### src/hdl/alt_pkg.sv
// Shared types and codes for the array list table.
package alt_pkg;

   typedef enum logic [1:0] {
      KIND_INSERT     = 2'd0,
      KIND_DELETE     = 2'd1,
      KIND_DELETE_ALL = 2'd2,
      KIND_FIND       = 2'd3
   } kind_type;

   typedef enum logic [2:0] {
      ST_OK       = 3'd0,
      ST_FULL     = 3'd1,
      ST_BADPOS   = 3'd2,
      ST_EMPTY    = 3'd3,
      ST_NOTFOUND = 3'd4
   } status_type;

   typedef struct packed {
      kind_type           kind;
      logic [3:0]         position;
      logic signed [31:0] value;
   } alt_req_type;

   typedef struct packed {
      status_type status;
      logic [3:0] found_position;
      logic [4:0] count;
   } alt_rsp_type;

   typedef struct packed {
      logic load;
      logic step;
      logic finish;
      logic rsp_load;
   } alt_cmd_type;

   typedef struct packed {
      logic scan_done;
   } alt_stat_type;

endpackage

### src/hdl/alt_dp.sv
// Datapath of the array list table: entry memory, scan pointers and result register.
module alt_dp
   import alt_pkg::*;
#(
   parameter int DEPTH = 16
) (
   input  logic         clock,
   input  logic         reset,
   input  alt_cmd_type  cmd,
   input  alt_req_type  req_payload,
   output alt_stat_type stat,
   output alt_rsp_type  rsp_payload
);

   localparam int LW = $clog2(DEPTH + 1);
   localparam int AW = $clog2(DEPTH);

   logic [31:0]   mem [DEPTH];

   logic [LW-1:0] len_ff, len_in;
   kind_type      kind_ff;
   logic [AW-1:0] pos_ff;
   logic [31:0]   val_ff;
   logic          err_ff, err_in;
   status_type    err_status_ff, err_status_in;
   logic [AW-1:0] rd_ptr_ff, rd_ptr_in;
   logic [LW-1:0] remain_ff, remain_in;
   logic [AW-1:0] raddr_ff;
   logic          rvalid_ff;
   logic [31:0]   rdata_ff;
   logic [LW-1:0] wr_ptr_ff, wr_ptr_in;
   logic          found_ff, found_in;
   logic [AW-1:0] found_pos_ff, found_pos_in;
   status_type    res_status_ff, res_status_in;
   logic [AW-1:0] res_pos_ff, res_pos_in;
   alt_rsp_type   rsp_ff;

   logic          we;
   logic [AW-1:0] waddr;
   logic [31:0]   wdata;
   logic [LW-1:0] pos_l;

   assign pos_l = LW'(req_payload.position);

   // Range checks and scan setup for a new request.
   always_comb begin
      err_in        = 1'b0;
      err_status_in = ST_OK;
      remain_in     = '0;
      rd_ptr_in     = '0;
      case (req_payload.kind)
         KIND_INSERT: begin
            if (32'(len_ff) == DEPTH) begin
               err_in        = 1'b1;
               err_status_in = ST_FULL;
            end else if (32'(req_payload.position) > 32'(len_ff)) begin
               err_in        = 1'b1;
               err_status_in = ST_BADPOS;
            end else begin
               remain_in = len_ff - pos_l;
               rd_ptr_in = AW'(len_ff - LW'(1));
            end
         end
         KIND_DELETE: begin
            if (len_ff == '0) begin
               err_in        = 1'b1;
               err_status_in = ST_EMPTY;
            end else if (32'(req_payload.position) >= 32'(len_ff)) begin
               err_in        = 1'b1;
               err_status_in = ST_BADPOS;
            end else begin
               remain_in = len_ff - pos_l - LW'(1);
               rd_ptr_in = AW'(pos_l + LW'(1));
            end
         end
         default: begin
            if (len_ff == '0) begin
               err_in        = 1'b1;
               err_status_in = ST_EMPTY;
            end else begin
               remain_in = len_ff;
            end
         end
      endcase
      if (!cmd.load) begin
         err_in        = err_ff;
         err_status_in = err_status_ff;
         remain_in     = remain_ff;
         rd_ptr_in     = rd_ptr_ff;
         if (cmd.step) begin
            remain_in = remain_ff - LW'(1);
            if (kind_ff == KIND_INSERT) begin
               rd_ptr_in = rd_ptr_ff - AW'(1);
            end else begin
               rd_ptr_in = rd_ptr_ff + AW'(1);
            end
         end
      end
   end

   // Each returned entry is moved, compacted or compared in the cycle after its read.
   always_comb begin
      we           = 1'b0;
      waddr        = raddr_ff;
      wdata        = rdata_ff;
      wr_ptr_in    = cmd.load ? '0 : wr_ptr_ff;
      found_in     = cmd.load ? 1'b0 : found_ff;
      found_pos_in = found_pos_ff;
      if (rvalid_ff) begin
         case (kind_ff)
            KIND_INSERT: begin
               we    = 1'b1;
               waddr = raddr_ff + AW'(1);
            end
            KIND_DELETE: begin
               we    = 1'b1;
               waddr = raddr_ff - AW'(1);
            end
            KIND_DELETE_ALL: begin
               if (rdata_ff != val_ff) begin
                  we        = 1'b1;
                  waddr     = wr_ptr_ff[AW-1:0];
                  wr_ptr_in = wr_ptr_ff + LW'(1);
               end
            end
            default: begin
               if (rdata_ff == val_ff && !found_ff) begin
                  found_in     = 1'b1;
                  found_pos_in = raddr_ff;
               end
            end
         endcase
      end else if (cmd.finish && !err_ff && kind_ff == KIND_INSERT) begin
         we    = 1'b1;
         waddr = pos_ff;
         wdata = val_ff;
      end
   end

   // Commit of the new length, the result code and the found position.
   always_comb begin
      len_in        = len_ff;
      res_status_in = res_status_ff;
      res_pos_in    = res_pos_ff;
      if (cmd.finish) begin
         res_status_in = ST_OK;
         res_pos_in    = '0;
         if (err_ff) begin
            res_status_in = err_status_ff;
         end else begin
            case (kind_ff)
               KIND_INSERT: len_in = len_ff + LW'(1);
               KIND_DELETE: len_in = len_ff - LW'(1);
               KIND_DELETE_ALL: begin
                  if (wr_ptr_ff == len_ff) begin
                     res_status_in = ST_NOTFOUND;
                  end else begin
                     len_in = wr_ptr_ff;
                  end
               end
               default: begin
                  if (found_ff) begin
                     res_pos_in = found_pos_ff;
                  end else begin
                     res_status_in = ST_NOTFOUND;
                  end
               end
            endcase
         end
      end
   end

   always_ff @(posedge clock) begin
      if (we) begin
         mem[waddr] <= wdata;
      end
      rdata_ff <= mem[rd_ptr_ff];
   end

   always_ff @(posedge clock) begin
      if (reset) begin
         len_ff    <= '0;
         rvalid_ff <= 1'b0;
      end else begin
         len_ff    <= len_in;
         rvalid_ff <= cmd.step;
      end
   end

   always_ff @(posedge clock) begin
      if (cmd.load) begin
         kind_ff <= req_payload.kind;
         pos_ff  <= AW'(req_payload.position);
         val_ff  <= req_payload.value;
      end
      err_ff        <= err_in;
      err_status_ff <= err_status_in;
      remain_ff     <= remain_in;
      rd_ptr_ff     <= rd_ptr_in;
      raddr_ff      <= rd_ptr_ff;
      wr_ptr_ff     <= wr_ptr_in;
      found_ff      <= found_in;
      found_pos_ff  <= found_pos_in;
      res_status_ff <= res_status_in;
      res_pos_ff    <= res_pos_in;
      if (cmd.rsp_load) begin
         rsp_ff.status         <= res_status_ff;
         rsp_ff.found_position <= 4'(res_pos_ff);
         rsp_ff.count          <= 5'(len_ff);
      end
   end

   assign stat.scan_done = (remain_ff == '0);
   assign rsp_payload    = rsp_ff;

   a_len_bound: assert property (@(posedge clock) disable iff (reset)
      32'(len_ff) <= DEPTH)
      else $error("entry count exceeds the store depth");

   a_finish_no_move: assert property (@(posedge clock) disable iff (reset)
      cmd.finish |-> !rvalid_ff)
      else $error("final write collides with a pending entry move");

   a_read_follows_step: assert property (@(posedge clock) disable iff (reset)
      rvalid_ff |-> $past(cmd.step))
      else $error("read data marked valid without a read request");

endmodule

### src/hdl/alt_ctrl.sv
// Controller of the array list table: sequences scan, commit and result transfer.
module alt_ctrl
   import alt_pkg::*;
(
   input  logic         clock,
   input  logic         reset,
   input  logic         req_valid,
   output logic         req_ready,
   output logic         rsp_valid,
   input  logic         rsp_ready,
   input  alt_stat_type stat,
   output alt_cmd_type  cmd
);

   typedef enum logic [4:0] {
      S_IDLE   = 5'b00001,
      S_SCAN   = 5'b00010,
      S_DRAIN  = 5'b00100,
      S_FINISH = 5'b01000,
      S_DONE   = 5'b10000
   } state_type;

   state_type state_ff, state_in;
   logic      rsp_valid_ff, rsp_valid_in;

   assign req_ready    = (state_ff == S_IDLE);
   assign cmd.load     = req_valid && req_ready;
   assign cmd.step     = (state_ff == S_SCAN) && !stat.scan_done;
   assign cmd.finish   = (state_ff == S_FINISH);
   assign cmd.rsp_load = (state_ff == S_DONE) && (!rsp_valid_ff || rsp_ready);

   always_comb begin
      state_in = state_ff;
      case (state_ff)
         S_IDLE: begin
            if (cmd.load) begin
               state_in = S_SCAN;
            end
         end
         S_SCAN: begin
            if (stat.scan_done) begin
               state_in = S_DRAIN;
            end
         end
         S_DRAIN:  state_in = S_FINISH;
         S_FINISH: state_in = S_DONE;
         S_DONE: begin
            if (cmd.rsp_load) begin
               state_in = S_IDLE;
            end
         end
         default:  state_in = S_IDLE;
      endcase
   end

   always_comb begin
      rsp_valid_in = rsp_valid_ff;
      if (cmd.rsp_load) begin
         rsp_valid_in = 1'b1;
      end else if (rsp_ready) begin
         rsp_valid_in = 1'b0;
      end
   end

   always_ff @(posedge clock) begin
      if (reset) begin
         state_ff     <= S_IDLE;
         rsp_valid_ff <= 1'b0;
      end else begin
         state_ff     <= state_in;
         rsp_valid_ff <= rsp_valid_in;
      end
   end

   assign rsp_valid = rsp_valid_ff;

   a_no_accept_on_result: assert property (@(posedge clock) disable iff (reset)
      !(req_ready && cmd.rsp_load))
      else $error("request accepted while a result is being loaded");

   a_drain_after_scan: assert property (@(posedge clock) disable iff (reset)
      state_ff == S_DRAIN |-> $past(stat.scan_done))
      else $error("scan ended before all reads were issued");

   a_result_after_commit: assert property (@(posedge clock) disable iff (reset)
      cmd.rsp_load |-> ($past(state_ff == S_FINISH) || $past(state_ff == S_DONE)))
      else $error("result loaded without a committed operation");

endmodule

### src/hdl/array_list_table.sv
// Top level of the array list table: an ordered list of 32-bit values in a fixed store.
// A request transfer on req_ carries a kind (insert, delete, delete all equal, find),
// a position and a value; each request gives exactly one result transfer on rsp_
// with a status, the found position and the entry count after the operation.
// Requests are handled one at a time. The entry memory has one read and one write
// port, and each operation walks the affected entries through it, one read per
// cycle with the move or compare in the cycle after the read. A request passes through
// scan, drain, commit and result load. The scan reads length - position entries for
// insert, length - position - 1 for delete, length for delete all and find, and none
// when the request is rejected.
// The result sits in an output register; the next request is accepted as soon as
// the result is loaded, even if the receiver has not yet taken it. If the receiver
// stalls with an earlier result still held, the finished operation waits and
// req_ready stays low until the output register frees.
// Synchronous reset empties the list and drops any pending result; entry contents
// are not cleared, since only entries below the count are ever read.
module array_list_table
   import alt_pkg::*;
#(
   parameter int DEPTH = 16
) (
   input  logic        clock,
   input  logic        reset,
   input  logic        req_valid,
   output logic        req_ready,
   input  alt_req_type req_payload,
   output logic        rsp_valid,
   input  logic        rsp_ready,
   output alt_rsp_type rsp_payload
);

   alt_cmd_type  cmd;
   alt_stat_type stat;

   alt_ctrl u_ctrl (
      .clock     (clock),
      .reset     (reset),
      .req_valid (req_valid),
      .req_ready (req_ready),
      .rsp_valid (rsp_valid),
      .rsp_ready (rsp_ready),
      .stat      (stat),
      .cmd       (cmd)
   );

   alt_dp #(
      .DEPTH (DEPTH)
   ) u_dp (
      .clock       (clock),
      .reset       (reset),
      .cmd         (cmd),
      .req_payload (req_payload),
      .stat        (stat),
      .rsp_payload (rsp_payload)
   );

endmodule
### config.mk
export PLATFORM = sky130hd
export DESIGN_NAME = array_list_table
export DESIGN_NICKNAME = d
export VERILOG_FILES = /design/src/hdl/alt_pkg.sv /design/src/hdl/alt_dp.sv /design/src/hdl/alt_ctrl.sv /design/src/hdl/array_list_table.sv
export SDC_FILE = /design/constraint.sdc
export NUM_CORES = 1
export LEC_CHECK = 0
export ABC_AREA = 0
export BUFFER_PORTS_ARGS = -buffer_cell sky130_fd_sc_hd__buf_2
export CORE_MARGIN = 2
export CORE_UTILIZATION = 25
export CTS_CLUSTER_DIAMETER = 200
export DETAILED_ROUTE_END_ITERATION = 8
export GPL_ROUTABILITY_DRIVEN = 0
export PLACE_DENSITY = 0.45
export SLEW_MARGIN = 5
export SYNTH_ARGS = -nofsm -noshare
export SYNTH_HDL_FRONTEND = slang
export SYNTH_SLANG_ARGS = --single-unit
### constraint.sdc
create_clock -name clock -period 8.6 [get_ports clock]
set_input_delay 0.43 -clock clock [delete_from_list [all_inputs] [get_ports clock]]
set_output_delay 0.43 -clock clock [all_outputs]
set_load 0.1 [all_outputs]
# Yosys cells after proc, flatten, opt, wreduce, memory -nomap -nowiden
# Memories as Yosys holds them, arrays and structs flattened. A register that Yosys moved wholly into a read port is not among the register bits.
# Cells that the tools add are included.
[word_totals]
mem_bits_rw = 512
reg_bits = 96
output_inout_bits = 14
wordCells = 137
input_bits = 42
memories = 1
[memory_table]
columns = ["name", "depth", "word_bits", "rd", "rd_clocked_by_memory_dff", "write_ports", "line_no", "rtl"]
rows = [
  ["u_dp.mem", 16, 32, 1, 1, 1, "alt_dp.sv:18", "logic [31:0] mem [DEPTH];"],
]
[classes]
muxes = 60
reduce_logical = 24
n_bitwise = 3
n_eq_ne = 16
add_sub_neg = 11
n_lt_le_gt_ge = 2
[ops]
columns = ["operator", "n"]
rows = [
  ["$mux W5", 15],
  ["$mux W32", 2],
  ["$mux W4", 10],
  ["$eq A32 B32 Y1", 1],
  ["$ne A32 B32 Y1", 1],
  ["$pmux W5 S5", 1],
  ["$mux W1", 16],
  ["$mux W3", 5],
  ["$pmux W5 S3", 1],
  ["$sub A5 B1 Y5 const B", 3],
  ["$add A4 B1 Y4 const B", 3],
  ["$pmux W3 S2", 2],
  ["$pmux W4 S3", 1],
  ["$add A5 B1 Y5 const B", 2],
  ["$eq A5 B5 Y1 const B", 2],
  ["$logic_not A5 Y1", 2],
  ["$pmux W5 S2", 1],
  ["$pmux W4 S2", 1],
  ["$sub A4 B1 Y4 const B", 2],
  ["$logic_and A1 B1 Y1", 6],
  ["$mux W2", 3],
  ["$reduce_and A3 Y1", 2],
  ["$eq A5 B1 Y1 const B", 1],
  ["$eq A5 B2 Y1 const B", 1],
  ["other kinds (21)", 32],
]

# Logic depth before layout (Yosys ltp)
[logic_depth]
depth_word = 7
mapped_depth = 11
mapped_depth_nobuf = 10

# Hierarchy
# From an unflattened synthesis, not the netlist that was laid out.
[unflattened]
cells_unflattened = 1245
area_unflattened_um2 = 25373.1
[by_module_without_submodules]
columns = ["module", "n_inst", "cells_each", "area_per_inst_um2", "seq_area_each_um2"]
rows = [
  ["alt_dp", 1, 1210, 25052.8, 18527.8],
  ["alt_ctrl", 1, 35, 320.3, 120.1],
]

# Worst setup path after synthesis
# Ideal clock, no wire load.
[synth_timing]
path_type = "register -> register"
from = "register u_ctrl.state_ff[2]"
to = "register u_dp.remain_ff[4], data pin"
path_stages_with_launch = 7
setup_slack_ns = 2.531
arrival_ns = 5.884
n_path_buf = 0
t_required_ns = 8.415
synth_period_minus_slack_ns = 6.069
setup_time_ns = 0.185
path_cell_list = "dfxtp_1 -> or2_2 -> nor4b_1 -> nand2_1 -> clkinv_1 -> o21ai_0 -> o22ai_1"
[synth_lines]
columns = ["element", "line_no", "rtl"]
rows = [
  ["from (decl)", "alt_ctrl.sv:23", "state_type state_ff, state_in;"],
  ["from (signal assigned)", "alt_ctrl.sv:70", "state_ff <= state_in;"],
  ["to (signal assigned)", "alt_dp.sv:198", "remain_ff <= remain_in;"],
  ["to (decl)", "alt_dp.sv:27", "logic [LW-1:0] remain_ff, remain_in;"],
]

# Worst setup path after layout
[layout_timing]
from = "register u_dp.kind_ff[1]"
to = "memory u_dp.mem[3][31], enable pin"
[layout_via]
elab_chain_cells = 6
word_cells_on_any_way = 13
cone_classes = "eq/ne: 2; mux: 8; reduce/logical: 3"
[layout_lines]
columns = ["element", "line_no", "rtl"]
rows = [
  ["from (decl)", "alt_dp.sv:21", "kind_type kind_ff;"],
  ["from (signal assigned)", "alt_dp.sv:192", "kind_ff <= req_payload.kind;"],
  ["$eq A2 B1 Y1 or $logic_not A2 Y1 (tied branches)", "alt_dp.sv:110, alt_dp.sv:133", ""],
  ["$reduce_or A2 Y1 (no line) or $logic_and A1 B1 Y1 (tied branches)", "n/a", ""],
  ["$pmux W1 S2 or $mux W1 (tied branches)", "alt_dp.sv:110, alt_dp.sv:133", ""],
  ["$mux W1", "alt_dp.sv:109", "if (rvalid_ff) begin"],
  ["$mux W1", "alt_dp.sv:174", "if (we) begin"],
  ["$mux W1 (implied by the code)", "alt_dp.sv:175", "mem[waddr] <= wdata;"],
  ["to (decl)", "alt_dp.sv:18", ""],
]
# Several ways; a longest one is shown, not always the timed one.

==> flow_metrics.tcl <==
set metrics [dict create \
    outcome "completed" \
    avgSynthCellArea_sq_um 20.8 \
    area_delta_synth_final_pct 17.2 \
    fin_cells 2675 \
    pwr-share-seq_pct 48.3 \
    crit_path_end "u_dp.mem[3][31]$_DFFE_PP_" \
    overflow 0 \
    core-area_sq_mm 0.100 \
    ir_worst_vdd_mv 0.146 \
    synth_nets 1285 \
    grt_pass1_vias 12400 \
    cts_resized 0 \
    rrSetupSlack_ns 4.04 \
    die_area_sq_mm 0.104 \
    combPwrFrac_pct 13.6 \
    cts_buffer_depth 3 \
    setup_viol 0 \
    synth.mux.area_fraction_pct 16.2 \
    rr_startpoint "u_dp.kind_ff[1]$_DFFE_PP_" \
    r2r-end "u_dp.mem[3][31]$_DFFE_PP_" \
    antenna-diode-count 0 \
    vias_per_cell 4.47 \
    synthAdderAreaFrac_pct 1.28 \
    grt_max_degree 132 \
    synth_top_family_by_area "multiplexers" \
    critPathCaptureType "flip-flop" \
    synth.distinct_cells 65 \
    fmax_mhz 219 \
    cp_max_fo 34 \
    drtAntennaViolNets 0 \
    ys.flop_type "edfxtp_1" \
    final_layout_size_suffix_gt1_share_pct 30.3 \
    grt_pass1_wl_mm 87.1 \
    pin_count 56 \
    crit_arrival_ns 4.77 \
    synth_edf_count 585 \
    crit_start "u_dp.kind_ff[1]$_DFFE_PP_" \
    start_kind "flip-flop" \
    hpwl_mm 34.2 \
    drtIter0Drc 950 \
    yosysWarnings 0 \
    power_w 0.00795 \
    die_x_microns 322 \
    leakage_nw 9.53 \
    slew_headroom_pct 25.1 \
    yosysSeqAreaShare_pct 73.7 \
    synth-xor-area-share_pct 2.01 \
    start_util_pct 25.3 \
    ctsHoldBuffers 4 \
    p_int_w 0.00603 \
    worst_pin_slew_ns 1.12 \
    fp.dieH_microns 322 \
    cts_tree "yes" \
    hold_class "primary input to flip-flop" \
    num_vias 12000 \
    clk_pin_slew_ns 0.06 \
    cts_sinks 639 \
    power_density_mw_per_mm2 268 \
    dr.pass1.iters 7 \
    cts-buffers-inserted 69 \
    post_cts_buffers 0 \
    netSwitchingFraction_pct 24.2 \
    wire_per_inst_microns 22.2 \
    final_max_slew_viol_count 0 \
    worstRegToRegCells 9 \
    finClkSkew_ns 0.0306 \
    syn_area_sq_mm 0.0253 \
    max_cap_violations 0 \
    antenna_found_initial 2 \
    synthArstFlopShare_pct 0 \
    critPathKind "flip-flop to flip-flop" \
    synth_compound_area_share_pct 2.26 \
    rsz0062_at_grt "no" \
    cp.required_ns 8.81 \
    cts_max_level 3 \
    min_period_over_period_pct 53.0 \
    num_rows 116 \
    final_nets 1389 \
    clkLatencyLatePin_ns 0.61 \
    final_hold_viol_count 0 \
    synth_seq_cells 639 \
    dp_cells 2546 \
    whs_path_depth 1 \
    synthSimpleGateAreaFrac_pct 3.22 \
    ctsRootBufferMaster "clkbuf_16" \
    clockPowerShare_pct 38.1 \
    synthCells 1219 \
    tns_ns 0 \
    p_sw_w 0.00193 \
    fill_cells 9784 \
    drc 0 \
    fin_crit_ns 4.56 \
    wl_mm 59.5 \
    portBuffers 55 \
    grt_use_total_pct 11.6 \
]
[routing by layer]
layer | up-vias | global-route usage, % | part of all wire, %
met1 | 6418 | 16.1 | 47
li1 | 5227 | - | -
met4 | 0 | 3.46 | 2.3
met3 | 88 | 2.08 | 3.7
met2 | 230 | 18.4 | 47
met5 | - | 0 | 0
[power groups by stage]
stage               combinational [W]  clock, W  sequential (W)
global route                  0.00119   0.00324         0.00385
finish                        0.00108   0.00303         0.00384
CTS                           0.00111   0.00313         0.00384
detailed placement            0.00111         0         0.00391
floorplan                    0.000763         0         0.00389
global placement              0.00108         0         0.00391
[cells in the final DEF, fill, tap and decap left out, types with 4 or more instances in the layout]
master         synthesis  routed
edfxtp_1             585     585
mux4_2               160     160
clkbuf_16              0      70
buf_2                  3      55
dfxtp_1               54      54
xor2_1                45      45
mux2_2                36      36
inv_1                 27      27
nand2_1               25      25
nor2_1                25      25
buf_4                  0      25
a21oi_1               23      23
ha_1                  21      21
o21ai_0               18      18
clkbuf_1              33      17
xnor2_1               13      13
nand3_1               13      13
clkbuf_8               0      13
nor4_1                13       9
clkinv_2               0       9
nor3_1                 8       8
bufinv_16              0       7
and2_1                 6       6
mux2i_1                6       6
nor4b_2                2       6
a221oi_1               6       6
nand4_1                5       5
a21o_1                 5       5
clkinv_1               1       5
and4b_2                0       4
nor4_2                 0       4
dlygate4sd3_1          0       4
[flip-flops by register name, indices dropped and copies added, names as in the netlist, 3 cells and up]
signal,count
u_dp.res_pos_ff,4
u_dp.pos_ff,4
u_dp.rd_ptr_ff,4
u_dp.len_ff,5
u_dp.remain_ff,5
u_dp.wr_ptr_ff,5
u_dp.rdata_ff,32
u_dp.mem,512
u_dp.res_status_ff,3
u_dp.found_pos_ff,4
u_dp.raddr_ff,4
u_dp.rsp_payload,12
u_dp.val_ff,32
u_ctrl.state_ff,5
[synthesized netlist by cell type (4+ instances only)]
master,instances,area (sq um)
edfxtp_1,585,17600
mux4_2,160,3600
dfxtp_1,54,1080
xor2_1,45,394
mux2_2,36,405
clkbuf_1,33,124
inv_1,27,101
nand2_1,25,93.8
nor2_1,25,93.8
a21oi_1,23,115
ha_1,21,263
o21ai_0,18,90.1
buf_1,15,56.3
nand3_1,13,65.1
nor4_1,13,81.3
xnor2_1,13,114
nor3_1,8,40.0
a221oi_1,6,52.6
and2_1,6,37.5
mux2i_1,6,60.1
nor4b_1,6,52.6
a21o_1,5,37.5
nand4_1,5,31.3
and4b_1,4,40.0
[logic make-up (layout without fill, tap and decap cells)]
logic type	count (synthesis)	count (layout)
fa+ha+maj	24	24
flops	639	639
buf+inv	81	239
xor+xnor	58	58
simple gates	131	131
compound gates	81	81
mux	205	205
[worst max-delay path, cell delays in order (launching register included)]
cell	delay, ns
edfxtp_1	0.45
inv_1	0.11
ha_1	0.30
nor2b_1	0.28
nand4b_4	0.70
mux2i_1	0.49
nand3_1	0.12
mux2_2	0.32
a21o_1	0.31
and4b_2	1.07
[worst min-delay path by stage]
stage / start / to / slack, ns
after floorplan: u_dp.rd_ptr_ff[0]$_DFFE_PP_ / u_dp.raddr_ff[0]$_DFF_P_ / 0.35
after global placement: u_dp.res_status_ff[1]$_SDFFCE_PN0N_ / u_dp.rsp_payload[10]$_DFFE_PP_ / 0.41
after detailed placement: u_dp.res_pos_ff[1]$_SDFFCE_PP0N_ / u_dp.rsp_payload[6]$_DFFE_PP_ / 0.41
after CTS: req_payload[12] / u_dp.val_ff[12]$_DFFE_PP_ / 0.001
after global routing: req_payload[9] / u_dp.val_ff[9]$_DFFE_PP_ / 0.02
final: req_payload[9] / u_dp.val_ff[9]$_DFFE_PP_ / 0.03
[final cells by class]
cell class,count,area (sq um),share of cell area [%]
timing repair buffer,86,543,1.83
multi-input combinational,499,6400,21.6
clock buffer,100,1990,6.73
inverter,28,105,0.354
clock inverter,25,338,1.14
tap,1298,1620,5.48
sequential,639,18600,62.9
[through the flow]
stage | hold WS (ns) | utilization, % | worst slack (ns) | area (sq um)
final | 0.0346 | 29.6 | 4.04 | 29700
after global routing | 0.0181 | 29.6 | 3.69 | 29700
after CTS | 0.00127 | 29.6 | 3.89 | 29700
after detailed placement | 0.413 | 27.2 | 3.92 | 27300
after global placement | 0.412 | 27.2 | 4.00 | 27300
after floorplan | 0.346 | - | 2.53 | 25300
No activity file was read; power rests on OpenSTA's default activity.
